--- config.mk ---
export PLATFORM = sky130hd
export DESIGN_NAME = lad_emit
export DESIGN_NICKNAME = d
export VERILOG_FILES = /design/src/design/lad_pkg.sv /design/src/design/lad_emit.sv
export SDC_FILE = /design/constraint.sdc
export NUM_CORES = 1
export LEC_CHECK = 0
export BUFFER_PORTS_ARGS = -buffer_cell sky130_fd_sc_hd__clkbuf_2
export CAP_MARGIN = 40
export CORE_ASPECT_RATIO = 1.4
export CORE_MARGIN = 3
export CORE_UTILIZATION = 50
export DETAILED_ROUTE_END_ITERATION = 8
export PLACE_DENSITY_LB_ADDON = 0.05
export SLEW_MARGIN = 30
export SYNTH_ARGS = -nofsm -noshare
export SYNTH_HDL_FRONTEND = slang
export SYNTH_SLANG_ARGS = --single-unit
--- constraint.sdc ---
create_clock -name clk_i -period 3.9 [get_ports clk_i]
set_clock_uncertainty 0.05 [all_clocks]
set_input_delay 0.78 -clock clk_i [delete_from_list [all_inputs] [get_ports clk_i]]
set_output_delay 0.78 -clock clk_i [all_outputs]
set_load 0.05 [all_outputs]
--- src/design/lad_pkg.sv ---
// Shared types, constants and register codes of the line averaging deinterlacer.
package lad_pkg;

  localparam int unsigned MaxLineBytes  = 16384;
  localparam int unsigned MaxFieldLines = 2048;

  localparam int unsigned ColW   = $clog2(MaxLineBytes);
  localparam int unsigned LineW  = $clog2(MaxFieldLines);
  localparam int unsigned RowW   = LineW + 1;
  localparam int unsigned LbW    = 15;
  localparam int unsigned FlW    = 12;
  localparam int unsigned CfgW   = 15;
  localparam int unsigned CfgIdxW = 2;
  localparam int unsigned PixW   = 8;
  localparam int unsigned OutColW = 14;

  localparam logic [LbW-1:0] LineBytesReset  = LbW'(7680);
  localparam logic [FlW-1:0] FieldLinesReset = FlW'(540);

  typedef enum logic [CfgIdxW-1:0] {
    CfgLineBytes  = 2'd0,
    CfgFieldLines = 2'd1
  } lad_cfg_idx_e;

  typedef enum logic [1:0] {
    PhCopy = 2'd0,
    PhAvg  = 2'd1,
    PhDup  = 2'd2
  } lad_phase_e;

  // One accepted byte with its place in the frame and the writes it causes.
  typedef struct packed {
    logic [RowW-1:0] row;
    logic [ColW-1:0] col;
    logic [PixW-1:0] pix;
    logic            has_avg;
    logic            has_dup;
  } lad_item_t;

  typedef struct packed {
    logic       busy;
    lad_phase_e phase;
  } lad_emit_stat_t;

endpackage

--- src/design/lad_emit.sv ---
// Holds one byte and sends its one to three frame writes through the output register.
module lad_emit import lad_pkg::*; (
  input  logic               clk_i,
  input  logic               rst_ni,
  input  logic               accept_i,
  input  lad_item_t          item_i,
  input  logic [PixW-1:0]    above_i,
  output logic               free_o,
  output lad_emit_stat_t     stat_o,
  output logic               out_valid_o,
  input  logic               out_stall_i,
  output logic [RowW-1:0]    frame_row_o,
  output logic [OutColW-1:0] frame_column_o,
  output logic [PixW-1:0]    byte_value_o,
  output logic               last_of_run_o
);

  lad_item_t        item_q;
  logic             busy_q, busy_d;
  lad_phase_e       phase_q, phase_d, phase_nx;
  logic             out_valid_q, out_valid_d;
  logic [RowW-1:0]  row_q, row_d;
  logic [ColW-1:0]  col_q;
  logic [PixW-1:0]  val_q, val_d;
  logic             last_q, more;
  logic             out_ready, emit, done;
  logic [PixW:0]    sum;

  assign out_ready = !out_valid_q || !out_stall_i;
  assign emit      = busy_q && out_ready;
  assign sum       = {1'b0, above_i} + {1'b0, item_q.pix};

  always_comb begin
    more     = 1'b0;
    phase_nx = PhDup;
    row_d    = item_q.row;
    val_d    = item_q.pix;
    unique case (phase_q)
      PhCopy: begin
        more     = item_q.has_avg || item_q.has_dup;
        phase_nx = item_q.has_avg ? PhAvg : PhDup;
      end
      PhAvg: begin
        more  = item_q.has_dup;
        row_d = item_q.row - RowW'(1);
        val_d = sum[PixW:1];
      end
      PhDup: begin
        row_d = item_q.row + RowW'(1);
      end
      default: begin
        more = 1'b0;
      end
    endcase

    done    = emit && !more;
    free_o  = !busy_q || done;
    busy_d  = busy_q;
    phase_d = phase_q;
    if (accept_i) begin
      busy_d  = 1'b1;
      phase_d = PhCopy;
    end else if (done) begin
      busy_d  = 1'b0;
    end else if (emit) begin
      phase_d = phase_nx;
    end
    out_valid_d = out_ready ? emit : out_valid_q;
  end

  always_ff @(posedge clk_i or negedge rst_ni) begin
    if (!rst_ni) begin
      busy_q      <= 1'b0;
      phase_q     <= PhCopy;
      out_valid_q <= 1'b0;
    end else begin
      busy_q      <= busy_d;
      phase_q     <= phase_d;
      out_valid_q <= out_valid_d;
    end
  end

  always_ff @(posedge clk_i) begin
    if (accept_i) begin
      item_q <= item_i;
    end
    if (emit) begin
      row_q  <= row_d;
      col_q  <= item_q.col;
      val_q  <= val_d;
      last_q <= !more;
    end
  end

  assign stat_o.busy    = busy_q;
  assign stat_o.phase   = phase_q;
  assign out_valid_o    = out_valid_q;
  assign frame_row_o    = row_q;
  assign frame_column_o = OutColW'(col_q);
  assign byte_value_o   = val_q;
  assign last_of_run_o  = last_q;

endmodule

==> results.yml <==
sta:
  finalMaxSlewViolations: 0
  hold_viol: 0
  worst_pin_slew_ns: 0.592
  max_freq_ghz: 0.341
  final.setup.tns_ns: 0
  min_period_over_period: 0.751
  min_period_ns: 2.93
  maxSlewHeadroom: 0.605
  rsz0062_at_grt: "no"
  setup_viol: 0
detailed_routing:
  drc_errors: 0
  first_iter_violations: 90
  vias_per_cell: 5.20
  vias: 2251
  firstDrtPassIters: 4
  routed_wl_um: 6380
  ant_nets: 0
  wl_per_cell_um: 14.7
global_route:
  antenna_found_initial: 0
  grt_pass1_vias: 2284
  grt_max_degree: 26
  grt_overflow: 0
  grt_pass1_wl_um: 10500
  grtUsageTotal: 0.169
layout:
  areaGrowthSynthToFinish_pct: 21.2
  diodes: 0
  final_common_cell: "clkbuf_2"
  final_cell_mix: "clkbuf_2 (87), edfxtp_1 (71), ha_1 (21), a21oi_1 (18), nand2_1 (13)"
  num-nets-final: 407
  drive_gt1_frac: 0.361
synth:
  synthFlopType: "edfxtp_1"
  synth-edff-count: 71
  ys_ff_latch: 75
  ys_warn_count: 0
  syn_area_per_cell_um2: 14.5
  yosysTopAreaCellShare: 0.611
  netlist_instances: 241
  yosys.area.top_type: "edfxtp_1"
  synthTopCellsByArea: "edfxtp_1 (61%), ha_1 (7.5%), dfrtp_1 (2.9%), a21oi_1 (2.6%), mux2_2 (2.3%)"
  netlist_area_um2: 3490
  synth_nets: 312
  synth_sequential_area_ratio: 0.640
  yosysUniqueCellTypes: 53
  synthArstFlopShare: 0.0533
floorplanning:
  core_area_um2: 6700
  row_count: 35
  ioPinCount: 88
  die-area_um2: 8030
  initial_utilization: 0.521
  die_w_um: 76.6
  fp.dieH_um: 105
placement:
  gp_congestion: 0.820
  dp_hpwl_um: 4720
  io_buffers: 87
worst_setup_path:
  endpoint_kind: "output pin"
  crit_type: "reg2out"
  start_kind: "flip-flop"
  worstPathRequired_ns: 3.07
  worstPathArrival_ns: 2.10
  reg2reg_slack_ns: 1.03
  path_max_fanout: 16
run:
  cap_violations: 0
clock_network:
  cts_inserted_buffers: 9
  cts_tree: "built"
  clkTransAtPathRegs_ns: 0.08
  cts_setup_buffers: 0
  cts_root_buf: "clkbuf_8"
  holdBufCountCts: 0
  cts_htree_levels: 3
  postCtsResizedCells: 0
  insertion_delay_ns: 0.35
  clkSinkCount: 75
  clock_path_buffers: 2
power:
  power_uw: 2380
  p_leak_uw: 0.00172
  peakVddDrop_mv: 0.266
  power.density_nw_per_um2: 562
status:
  outcome: "completed"
worst_hold_path:
  hp-class: "in2async"
-- report_power, final --
group          internal, uW  switching (uW)  leakage [uW]
Clock                   296             292     0.0000927
Combinational           230             514      0.000890
Sequential             1010            36.0      0.000738
-- cells in the mapped netlist (6+ instances only) --
cell type  number
edfxtp_1       71
ha_1           21
a21oi_1        18
nand2_1        13
nor2_1          9
inv_1           8
mux2_2          7
xnor2_1         7
a21o_1          6
o211ai_1        6
-- registers in the layout (all words and copies together), names as in the netlist --
name and cells:
last_of_run_o 1, busy_q 1, item_q 36, out_valid_o 1, phase_q 2, byte_value_o 8
frame_row_o 12, frame_column_o 14
-- area by class of cell --
cell class,instances,area (um2)
Clock buffer,10,128
Clock inverter,6,63.8
Fill cell,561,2470
Inverter,9,33.8
Multi-Input combinational cell,152,1190
Sequential cell,75,2230
Tap cell,92,115
Timing Repair Buffer,89,463
-- cell families (layout without fill, tap and decap cells) --
family	after synthesis	count (layout)	synth area share
simple gates	52	52	0.0796
fa+ha+maj	23	23	0.0868
flops	75	75	0.640
mux	9	9	0.0312
buf+inv	14	114	0.0190
xor+xnor	10	10	0.0251
compound gates	58	58	0.119
-- worst max-delay path, stage by stage (launching register included) --
cell	delay (ns)
dfrtp_1	0.40
inv_1	0.10
ha_1	0.54
a21oi_1	0.13
nor2_1	0.19
o21ai_0	0.13
clkbuf_2	0.26
-- final timing paths --
| path | startpoint | end | cells after the start |
|---|---|---|---|
| min | rst_ni | phase_q[1] | 1 |
| min reg2reg | item_q[15] | frame_column_o[5] | 0 |
| min in group clk_i | item_q[15] | frame_column_o[5] | 0 |
| max in group asynchronous | rst_ni | busy_q | 1 |
| max | phase_q[1] | free_o | 6 |
| max reg2reg | phase_q[0] | frame_row_o[11] | 9 |
-- per-stage QoR --
step           instances  setup slack, ns  utilization  instance area [um2]  hold WS, ns
2_1_floorplan        241            0.682            -                 3490        0.350
3_3_place_gp         416             1.17        0.599                 4020        0.351
3_5_place_dp         417             1.08        0.602                 4040        0.355
4_1_cts              433            0.908        0.631                 4230        0.151
5_1_grt              433            0.789        0.631                 4230        0.160
6_report             433            0.971        0.631                 4230        0.167
-- per-layer routing --
layer  vias to the layer above  routed length, um  track usage
met3                        17                254       0.0388
met4                         0                187        0.106
li1                       1123                  -            -
met1                      1049               2420        0.175
met2                        62               3520        0.303
met5                         -                  0            0
No activity file was read; power rests on OpenSTA's default activity.
