==> src/design/lad_pkg.sv <==
// Shared types, constants and register codes of the line averaging deinterlacer.
package lad_pkg;

  localparam int unsigned MaxLineBytes  = 16384;
  localparam int unsigned MaxFieldLines = 2048;

  localparam int unsigned ColW   = $clog2(MaxLineBytes);
  localparam int unsigned LineW  = $clog2(MaxFieldLines);
  localparam int unsigned RowW   = LineW + 1;
  localparam int unsigned LbW    = 15;
  localparam int unsigned FlW    = 12;
  localparam int unsigned CfgW   = 15;
  localparam int unsigned CfgIdxW = 2;
  localparam int unsigned PixW   = 8;
  localparam int unsigned OutColW = 14;

  localparam logic [LbW-1:0] LineBytesReset  = LbW'(7680);
  localparam logic [FlW-1:0] FieldLinesReset = FlW'(540);

  typedef enum logic [CfgIdxW-1:0] {
    CfgLineBytes  = 2'd0,
    CfgFieldLines = 2'd1
  } lad_cfg_idx_e;

  typedef enum logic [1:0] {
    PhCopy = 2'd0,
    PhAvg  = 2'd1,
    PhDup  = 2'd2
  } lad_phase_e;

  // One accepted byte with its place in the frame and the writes it causes.
  typedef struct packed {
    logic [RowW-1:0] row;
    logic [ColW-1:0] col;
    logic [PixW-1:0] pix;
    logic            has_avg;
    logic            has_dup;
  } lad_item_t;

  typedef struct packed {
    logic       busy;
    lad_phase_e phase;
  } lad_emit_stat_t;

endpackage

==> src/design/lad_position.sv <==
// Configuration registers and the column and field line counters.
module lad_position import lad_pkg::*; (
  input  logic               clk_i,
  input  logic               rst_ni,
  input  logic               cfg_we_i,
  input  logic [CfgIdxW-1:0] cfg_index_i,
  input  logic [CfgW-1:0]    cfg_wdata_i,
  input  logic               accept_i,
  input  logic [PixW-1:0]    pixel_byte_i,
  input  logic               frame_start_i,
  output lad_item_t          item_o
);

  logic [LbW-1:0]   lb_q;
  logic [FlW-1:0]   fl_q;
  logic [LbW-1:0]   lb_eff;
  logic [FlW-1:0]   fl_eff;
  logic [ColW-1:0]  col_q, col_d;
  logic [LineW-1:0] line_q, line_d;
  logic [ColW-1:0]  c0, c1;
  logic [FlW-1:0]   l0, l1, l2, ln;
  logic [LbW-1:0]   cn;
  logic             wrap1, wrap2;

  always_ff @(posedge clk_i or negedge rst_ni) begin
    if (!rst_ni) begin
      lb_q <= LineBytesReset;
      fl_q <= FieldLinesReset;
    end else if (cfg_we_i) begin
      if (cfg_index_i == CfgLineBytes) begin
        lb_q <= cfg_wdata_i[LbW-1:0];
      end else if (cfg_index_i == CfgFieldLines) begin
        fl_q <= cfg_wdata_i[FlW-1:0];
      end
    end
  end

  // Out of range lengths are clamped to the supported span.
  always_comb begin
    if (lb_q == '0) begin
      lb_eff = LbW'(1);
    end else if (lb_q > LbW'(MaxLineBytes)) begin
      lb_eff = LbW'(MaxLineBytes);
    end else begin
      lb_eff = lb_q;
    end
    if (fl_q == '0) begin
      fl_eff = FlW'(1);
    end else if (fl_q > FlW'(MaxFieldLines)) begin
      fl_eff = FlW'(MaxFieldLines);
    end else begin
      fl_eff = fl_q;
    end
  end

  always_comb begin
    c0    = frame_start_i ? '0 : col_q;
    l0    = frame_start_i ? '0 : FlW'(line_q);
    wrap1 = LbW'(c0) >= lb_eff;
    c1    = wrap1 ? '0 : c0;
    l1    = wrap1 ? l0 + FlW'(1) : l0;
    l2    = (l1 >= fl_eff) ? '0 : l1;

    item_o.col     = c1;
    item_o.row     = {l2[LineW-1:0], 1'b0};
    item_o.pix     = pixel_byte_i;
    item_o.has_avg = l2 != '0;
    item_o.has_dup = (l2 + FlW'(1)) == fl_eff;

    cn    = LbW'(c1) + LbW'(1);
    ln    = l2 + FlW'(1);
    wrap2 = cn >= lb_eff;
    col_d = wrap2 ? '0 : cn[ColW-1:0];
    if (wrap2) begin
      line_d = (ln >= fl_eff) ? '0 : ln[LineW-1:0];
    end else begin
      line_d = l2[LineW-1:0];
    end
  end

  always_ff @(posedge clk_i or negedge rst_ni) begin
    if (!rst_ni) begin
      col_q  <= '0;
      line_q <= '0;
    end else if (accept_i) begin
      col_q  <= col_d;
      line_q <= line_d;
    end
  end

endmodule

==> config.mk <==
export PLATFORM = sky130hd
export DESIGN_NAME = lad_position
export DESIGN_NICKNAME = d
export VERILOG_FILES = /design/src/design/lad_pkg.sv /design/src/design/lad_position.sv
export SDC_FILE = /design/constraint.sdc
export NUM_CORES = 1
export LEC_CHECK = 0
export BUFFER_PORTS_ARGS = -buffer_cell sky130_fd_sc_hd__buf_2
export CORE_MARGIN = 5
export CORE_UTILIZATION = 37
export CTS_BUF_LIST = sky130_fd_sc_hd__clkbuf_8
export DETAILED_ROUTE_END_ITERATION = 12
export GPL_ROUTABILITY_DRIVEN = 0
export GPL_TIMING_DRIVEN = 0
export PLACE_DENSITY = 0.61
export SLEW_MARGIN = 40
export SYNTH_ARGS = -nofsm -noshare
export SYNTH_HDL_FRONTEND = slang
export SYNTH_SLANG_ARGS = --single-unit
==> constraint.sdc <==
create_clock -name clk_i -period 6.4 [get_ports clk_i]
set_clock_uncertainty 0.2 [all_clocks]
set_input_delay 0.32 -clock clk_i [delete_from_list [all_inputs] [get_ports clk_i]]
set_output_delay 0.32 -clock clk_i [all_outputs]
set_load 0.01 [all_outputs]
==> flow_metrics.env, run 1 <==
export IMPL_status="finished with violations"
export IMPL_violations="negative setup slack"
export IMPL_crit_family="simple AND/OR/NAND/NOR gates"
export IMPL_finalHoldViolCount=0
export IMPL_track_usage=0.195
export IMPL_power_switching_uw=466
export IMPL_crit_fanout=7
export IMPL_crit_path_end_kind="flip-flop"
export IMPL_grt_pass1_wl_um=24900
export IMPL_die_area_mm2=0.0155
export IMPL_intPower_uw=698
export IMPL_fin_util=0.499
export IMPL_seqPwrFrac=0.367
export IMPL_grt_pass1_vias=4773
export IMPL_clockPowerShare=0.175
export IMPL_final_nets=765
export IMPL_drt_first_pass_iters=5
export IMPL_antenna_diode_count=0
export IMPL_clk_pin_slew_ns=0.10
export IMPL_fin_crit_ns=6.73
export IMPL_async_flop_share=1.00
export IMPL_cts_tree="done"
export IMPL_cts_root_buf="clkbuf_8"
export IMPL_p_comb_frac=0.458
export IMPL_dp_hpwl_um=11500
export IMPL_cp_common_cell="ha_1"
export IMPL_synth_top_area_frac=0.227
export IMPL_hp_class="in2reg"
export IMPL_synth_xor_area_frac=0.0394
export IMPL_grt_antenna_before_repair=0
export IMPL_syn_nets=654
export IMPL_detail_route_antenna_nets=0
export IMPL_layout_drive_gt1_share=0.365
export IMPL_hold_ws_ns=0.0233
export IMPL_setup_viol=12
export IMPL_arrival_ns=6.78
export IMPL_dp_cells=795
export IMPL_synth_compound_area_frac=0.170
export IMPL_coreArea_mm2=0.0127
export IMPL_totalWireLength_um=15600
export IMPL_crit_type="reg2reg"
export IMPL_cp_slowest_stage_delay_ns=0.55
export IMPL_via_per_inst=5.65
export IMPL_wl_per_cell_um=18.3
export IMPL_ir_drop_mv=0.131
export IMPL_dp_slack_ns=-1.24
export IMPL_synth_fa_ha_area_frac=0.147
export IMPL_synth_main_ff_cell="dfrtp_1"
export IMPL_synth_edf_count=0
export IMPL_cellPowerDensity_mw_per_mm2=183
export IMPL_area_growth_syn_to_layout_pct=30.7
export IMPL_clk_latency_ns=0.34
export IMPL_worstMarginPinSlew_ns=0.747
export IMPL_setup_ws_ns=-0.325
export IMPL_rsz0062_at_grt="yes"
export IMPL_cts_sinks=52
export IMPL_max_freq_mhz=149
export IMPL_power_leakage_uw=0.00299
export IMPL_syn_inst=567
export IMPL_synth_cell_type_count=74
export IMPL_ios=66
export IMPL_die_y_um=125
export IMPL_cp_slowest_cell="nor3_1"
export IMPL_die_w_um=125
export IMPL_yosys_top_cells_area="dfrtp_1 23%, ha_1 15%, mux2_2 5.8%"
export IMPL_grt_overflow=0
export IMPL_grt_max_degree=53
export IMPL_yosys_register_bits=52
export IMPL_io_buffers=56
export IMPL_num_rows=41
export IMPL_syn_cell_area_mm2=0.00486
export IMPL_syn_avg_cell_area_um2=8.57
export IMPL_cts_made_buffers=5
export IMPL_cts_path_max_buffers=2
export IMPL_drcViolationCount=0
export IMPL_synth_top_family_by_area="simple AND/OR/NAND/NOR gates"
export IMPL_start_kind="flip-flop"
export IMPL_yosys_warnings=0
export IMPL_p_sw_frac=0.400
export IMPL_synthSimpleGateAreaFrac=0.252
export IMPL_ys_seq_area_frac=0.270
export IMPL_drtIter0Drc=266
export IMPL_synth_mux_area_frac=0.0662
export IMPL_max_slew_margin_rel=0.502
export IMPL_num_vias=4811
export IMPL_start_util=0.382
export IMPL_stdcell_count=851
export IMPL_path_buf_inv=6
export IMPL_min_period_over_period=1.05
export IMPL_slew_violations=0
export IMPL_cp_required_ns=6.45
export IMPL_cap_violations=0
export IMPL_synth_area_leader_cell="dfrtp_1"
export IMPL_h_tree_depth=2
registers in the layout, summed over array words and instances, names as in the netlist:
name and cells:
lb_q 15, col_q 14, fl_q 12, line_q 11
worst register-to-register path, delay by kind of cell (launching register included):
family,cells,cell delay [ns]
buf+inv,6,0.86
compound gates,11,1.77
fa+ha+maj,3,0.87
flops,1,0.42
simple gates,13,2.54
per-stage QoR:
step | setup TNS, ns | area, µm² | total power, µW
global placement | -30.04 | 5460 | 842
floorplan | 0 | 4960 | 727
CTS | -2.53 | 6160 | 1140
detailed placement | -23.67 | 5470 | 859
global route | -6.66 | 6350 | 1240
finish | -2.54 | 6350 | 1160
routing by layer:
| metal | global-route usage | share of wire | vias to the layer above | wire length [µm] |
|---|---|---|---|---|
| met5 | 0 | 0 | - | 0 |
| met4 | 0.0677 | 0.026 | 0 | 406 |
| met3 | 0.0360 | 0.071 | 32 | 1110 |
| met2 | 0.317 | 0.47 | 204 | 7310 |
| met1 | 0.260 | 0.43 | 2303 | 6730 |
| li1 | - | - | 2272 | - |
synth_stat cells (all sizes together) (4+ instances only):
library cell / number
nand3: 21
dfstp: 8
nor2: 43
a22o: 10
nand2: 67
nor3: 18
nor2b: 11
ha: 57
mux2: 25
and2: 12
nand2b: 13
inv: 26
o31ai: 4
buf: 16
a21oi: 28
nand4b: 4
clkbuf: 17
nor4: 9
nand4: 15
mux2i: 4
xor2: 10
a211oi: 6
dfrtp: 44
o21ai: 21
a21o: 14
xnor2: 11
logic make-up after synthesis:
| group | count (synthesis) |
|---|---|
| DFF | 52 |
| muxes | 29 |
| buffers and inverters | 59 |
| and+or+nand+nor | 234 |
| xor gates and xnor gates | 21 |
| AOI/OAI and AO/OA | 114 |
| adders and majority gates | 57 |
| other | 1 |
layout by cell type, fill, tap and decap left out, drive strengths merged, types with 4 or more instances in the layout:
cell type	synthesis	routed
a211oi	6	6
a21o	14	14
a21oi	28	28
a22o	10	10
and2	12	12
buf	16	120
clkbuf	17	20
dfrtp	44	44
dfstp	8	8
ha	57	57
inv	26	28
mux2	25	25
mux2i	4	4
nand2	67	67
nand2b	13	13
nand3	21	21
nand4	15	15
nand4b	4	4
nor2	43	43
nor2b	11	11
nor3	18	18
nor4	9	9
o21ai	21	21
o31ai	4	4
xnor2	11	11
xor2	10	10
power by group through the flow:
stage          logic [µW]  registers (µW)  clock network (µW)
6_report              533             428                 204
5_1_grt               584             435                 219
4_1_cts               506             424                 208
3_5_place_dp          428             431                   0
3_3_place_gp          414             427                   0
2_1_floorplan         312             415                   0
timing repair:
action                                  in CTS  in global routing
setup buffers                               40                  9
endpoints found under the setup margin      26                 26
hold buffers                                 2                  0
pin swaps                                   50                 36
endpoints found under the hold margin       45                  0
resized for setup                           56                 21
layout make-up:
class,count,area [µm²]
buffer,31,249
clock inverter,3,17.5
sequential,52,1310
multi-input combinational,456,3690
clock buffer,5,68.8
inverter,26,105
timing repair buffer,106,696
tap,172,215
fill,1213,6370
path summary, 6_finish.rpt:
check,start,endpoint,cells past startpoint,slack (ns)
max in group asynchronous,rst_ni,lb_q[6],2,5.17
hold reg to reg,col_q[12],col_q[12],1,0.32
hold / removal,cfg_wdata_i[0],lb_q[0],3,0.02
min in group asynchronous,rst_ni,line_q[0],2,0.37
setup reg to reg,lb_q[13],line_q[5],33,-0.33
setup / recovery,lb_q[13],line_q[5],33,-0.33
Power figures use the tool's default switching activity.
==> run 2: changes to the inputs <==
CORE_UTILIZATION = 50   (was 37)
PLACE_DENSITY = 0.78   (was 0.61)
==> flow_metrics.env, run 2 (synthesis gave the netlist of run 1 again) <==
export IMPL_drtIter0Drc=629
export IMPL_ios=66
export IMPL_cp_slowest_cell="or4b_4"
export IMPL_start_util=0.504
export IMPL_die_y_um=109
export IMPL_track_usage=0.266
export IMPL_status="finished with violations"
export IMPL_max_freq_mhz=147
export IMPL_dp_slack_ns=-1.18
export IMPL_ir_drop_mv=0.134
export IMPL_num_rows=36
export IMPL_slew_violations=0
export IMPL_cts_root_buf="clkbuf_8"
export IMPL_setup_viol=12
export IMPL_clk_pin_slew_ns=0.12
export IMPL_grt_max_degree=53
export IMPL_arrival_ns=6.86
export IMPL_cts_path_max_buffers=2
export IMPL_intPower_uw=694
export IMPL_crit_type="reg2reg"
export IMPL_finalSetupTns_ns=-4.03
export IMPL_power_switching_uw=480
export IMPL_worstMarginPinSlew_ns=0.716
export IMPL_largest_register="lb_q"
export IMPL_io_buffers=56
export IMPL_cts_tree="done"
export IMPL_final_nets=764
export IMPL_coreArea_mm2=0.00964
export IMPL_clockPowerShare=0.183
export IMPL_grt_pass1_wl_um=24800
export IMPL_clk_latency_ns=0.32
export IMPL_finalHoldViolCount=0
export IMPL_grt_pass1_vias=4899
export IMPL_detail_route_antenna_nets=0
export IMPL_largest_reg_flops=15
export IMPL_start_kind="flip-flop"
export IMPL_crit_fanout=6
export IMPL_final_common_cell="nand2_1"
export IMPL_max_slew_margin_rel=0.523
export IMPL_violations="negative setup slack"
export IMPL_p_comb_frac=0.451
export IMPL_drt_first_pass_iters=6
export IMPL_cts_made_buffers=5
export IMPL_power_leakage_uw=0.00296
export IMPL_via_per_inst=6.37
export IMPL_seqPwrFrac=0.366
export IMPL_crit_path_end_kind="flip-flop"
export IMPL_p_sw_frac=0.409
export IMPL_grt_antenna_before_repair=0
export IMPL_hp_class="in2reg"
export IMPL_fin_crit_ns=6.81
export IMPL_layout_common_cells="63 x nand2_1, 57 x buf_2, 55 x buf_4"
export IMPL_layout_drive_gt1_share=0.355
export IMPL_setup_ws_ns=-0.412
export IMPL_num_vias=5165
export IMPL_rsz0062_at_grt="yes"
export IMPL_area_growth_syn_to_layout_pct=28.3
export IMPL_die_area_mm2=0.0118
export IMPL_totalWireLength_um=16400
export IMPL_cellPowerDensity_mw_per_mm2=188
export IMPL_grt_overflow=0
export IMPL_die_w_um=109
export IMPL_hold_ws_ns=0.0213
export IMPL_cp_slowest_stage_delay_ns=0.49
export IMPL_cap_violations=0
export IMPL_wl_per_cell_um=20.3
export IMPL_h_tree_depth=2
export IMPL_dp_hpwl_um=11100
export IMPL_antenna_diode_count=0
export IMPL_min_period_over_period=1.06
export IMPL_drcViolationCount=0
export IMPL_cts_sinks=52
export IMPL_reg_top3="lb_q (15), col_q (14), fl_q (12)"
export IMPL_cp_required_ns=6.45
-- run 2: cell types whose count changed in the layout (fill, tap and decap cells not counted), moves of 2 or more --
cell	change
a21oi_1	+3
a21oi_2	-2
nor3_1	+2
nor3_2	-2
xnor2_2	+2
-- run 2: path summary, 6_finish.rpt --
kind	from	to	slack, ns	cells after the start
max	lb_q[5]	line_q[5]	-0.41	34
min	cfg_wdata_i[12]	lb_q[12]	0.02	2
max reg2reg	lb_q[5]	line_q[5]	-0.41	34
min reg2reg	col_q[13]	col_q[13]	0.33	1
max in group asynchronous	rst_ni	col_q[7]	5.18	2
min in group asynchronous	rst_ni	line_q[9]	0.38	2
-- run 2: power groups by stage --
stage	sequential, µW	combinational [µW]	clock, µW
finish	429	530	215
floorplan	415	312	0
global route	434	572	223
global placement	426	406	0
CTS	424	485	213
detailed placement	429	429	0
-- run 2: area by class of cell --
cell class | instances | area [µm²]
Clock buffer | 5 | 68.8
Buffer | 31 | 249
Timing Repair Buffer | 105 | 673
Tap cell | 133 | 166
Multi-Input combinational cell | 456 | 3630
Fill cell | 759 | 3410
Inverter | 26 | 105
Sequential cell | 52 | 1310
Clock inverter | 3 | 25.0
-- run 2: timing repair --
item | 4_1_cts | 5_1_grt
resized for setup | 43 | 23
hold endpoints to repair | 44 | 0
setup endpoints to repair | 26 | 26
setup buffers | 35 | 14
pin swaps | 47 | 41
hold buffers | 1 | 0
-- run 2: metrics by stage --
stage / area, µm² / total power, µW / util / instances
after floorplan: 4960 / 727 / - / 567
after detailed placement: 5420 / 858 / 0.563 / 756
after global placement: 5410 / 832 / 0.561 / 756
after global routing: 6230 / 1230 / 0.647 / 811
after CTS: 6020 / 1120 / 0.625 / 798
final: 6230 / 1170 / 0.647 / 811
-- run 2: layer usage --
layer	track usage	share of wire
met4	0.109	0.052
met3	0.0364	0.10
met5	0	0
met1	0.346	0.38
met2	0.445	0.47
-- run 2: critical path: cells and delay by family, from the launching register on --
family,cells,cell delay (ns)
compound gates,11,1.78
xor+xnor,1,0.15
fa+ha+maj,4,0.98
buf+inv,6,0.91
flops,1,0.41
simple gates,12,2.30
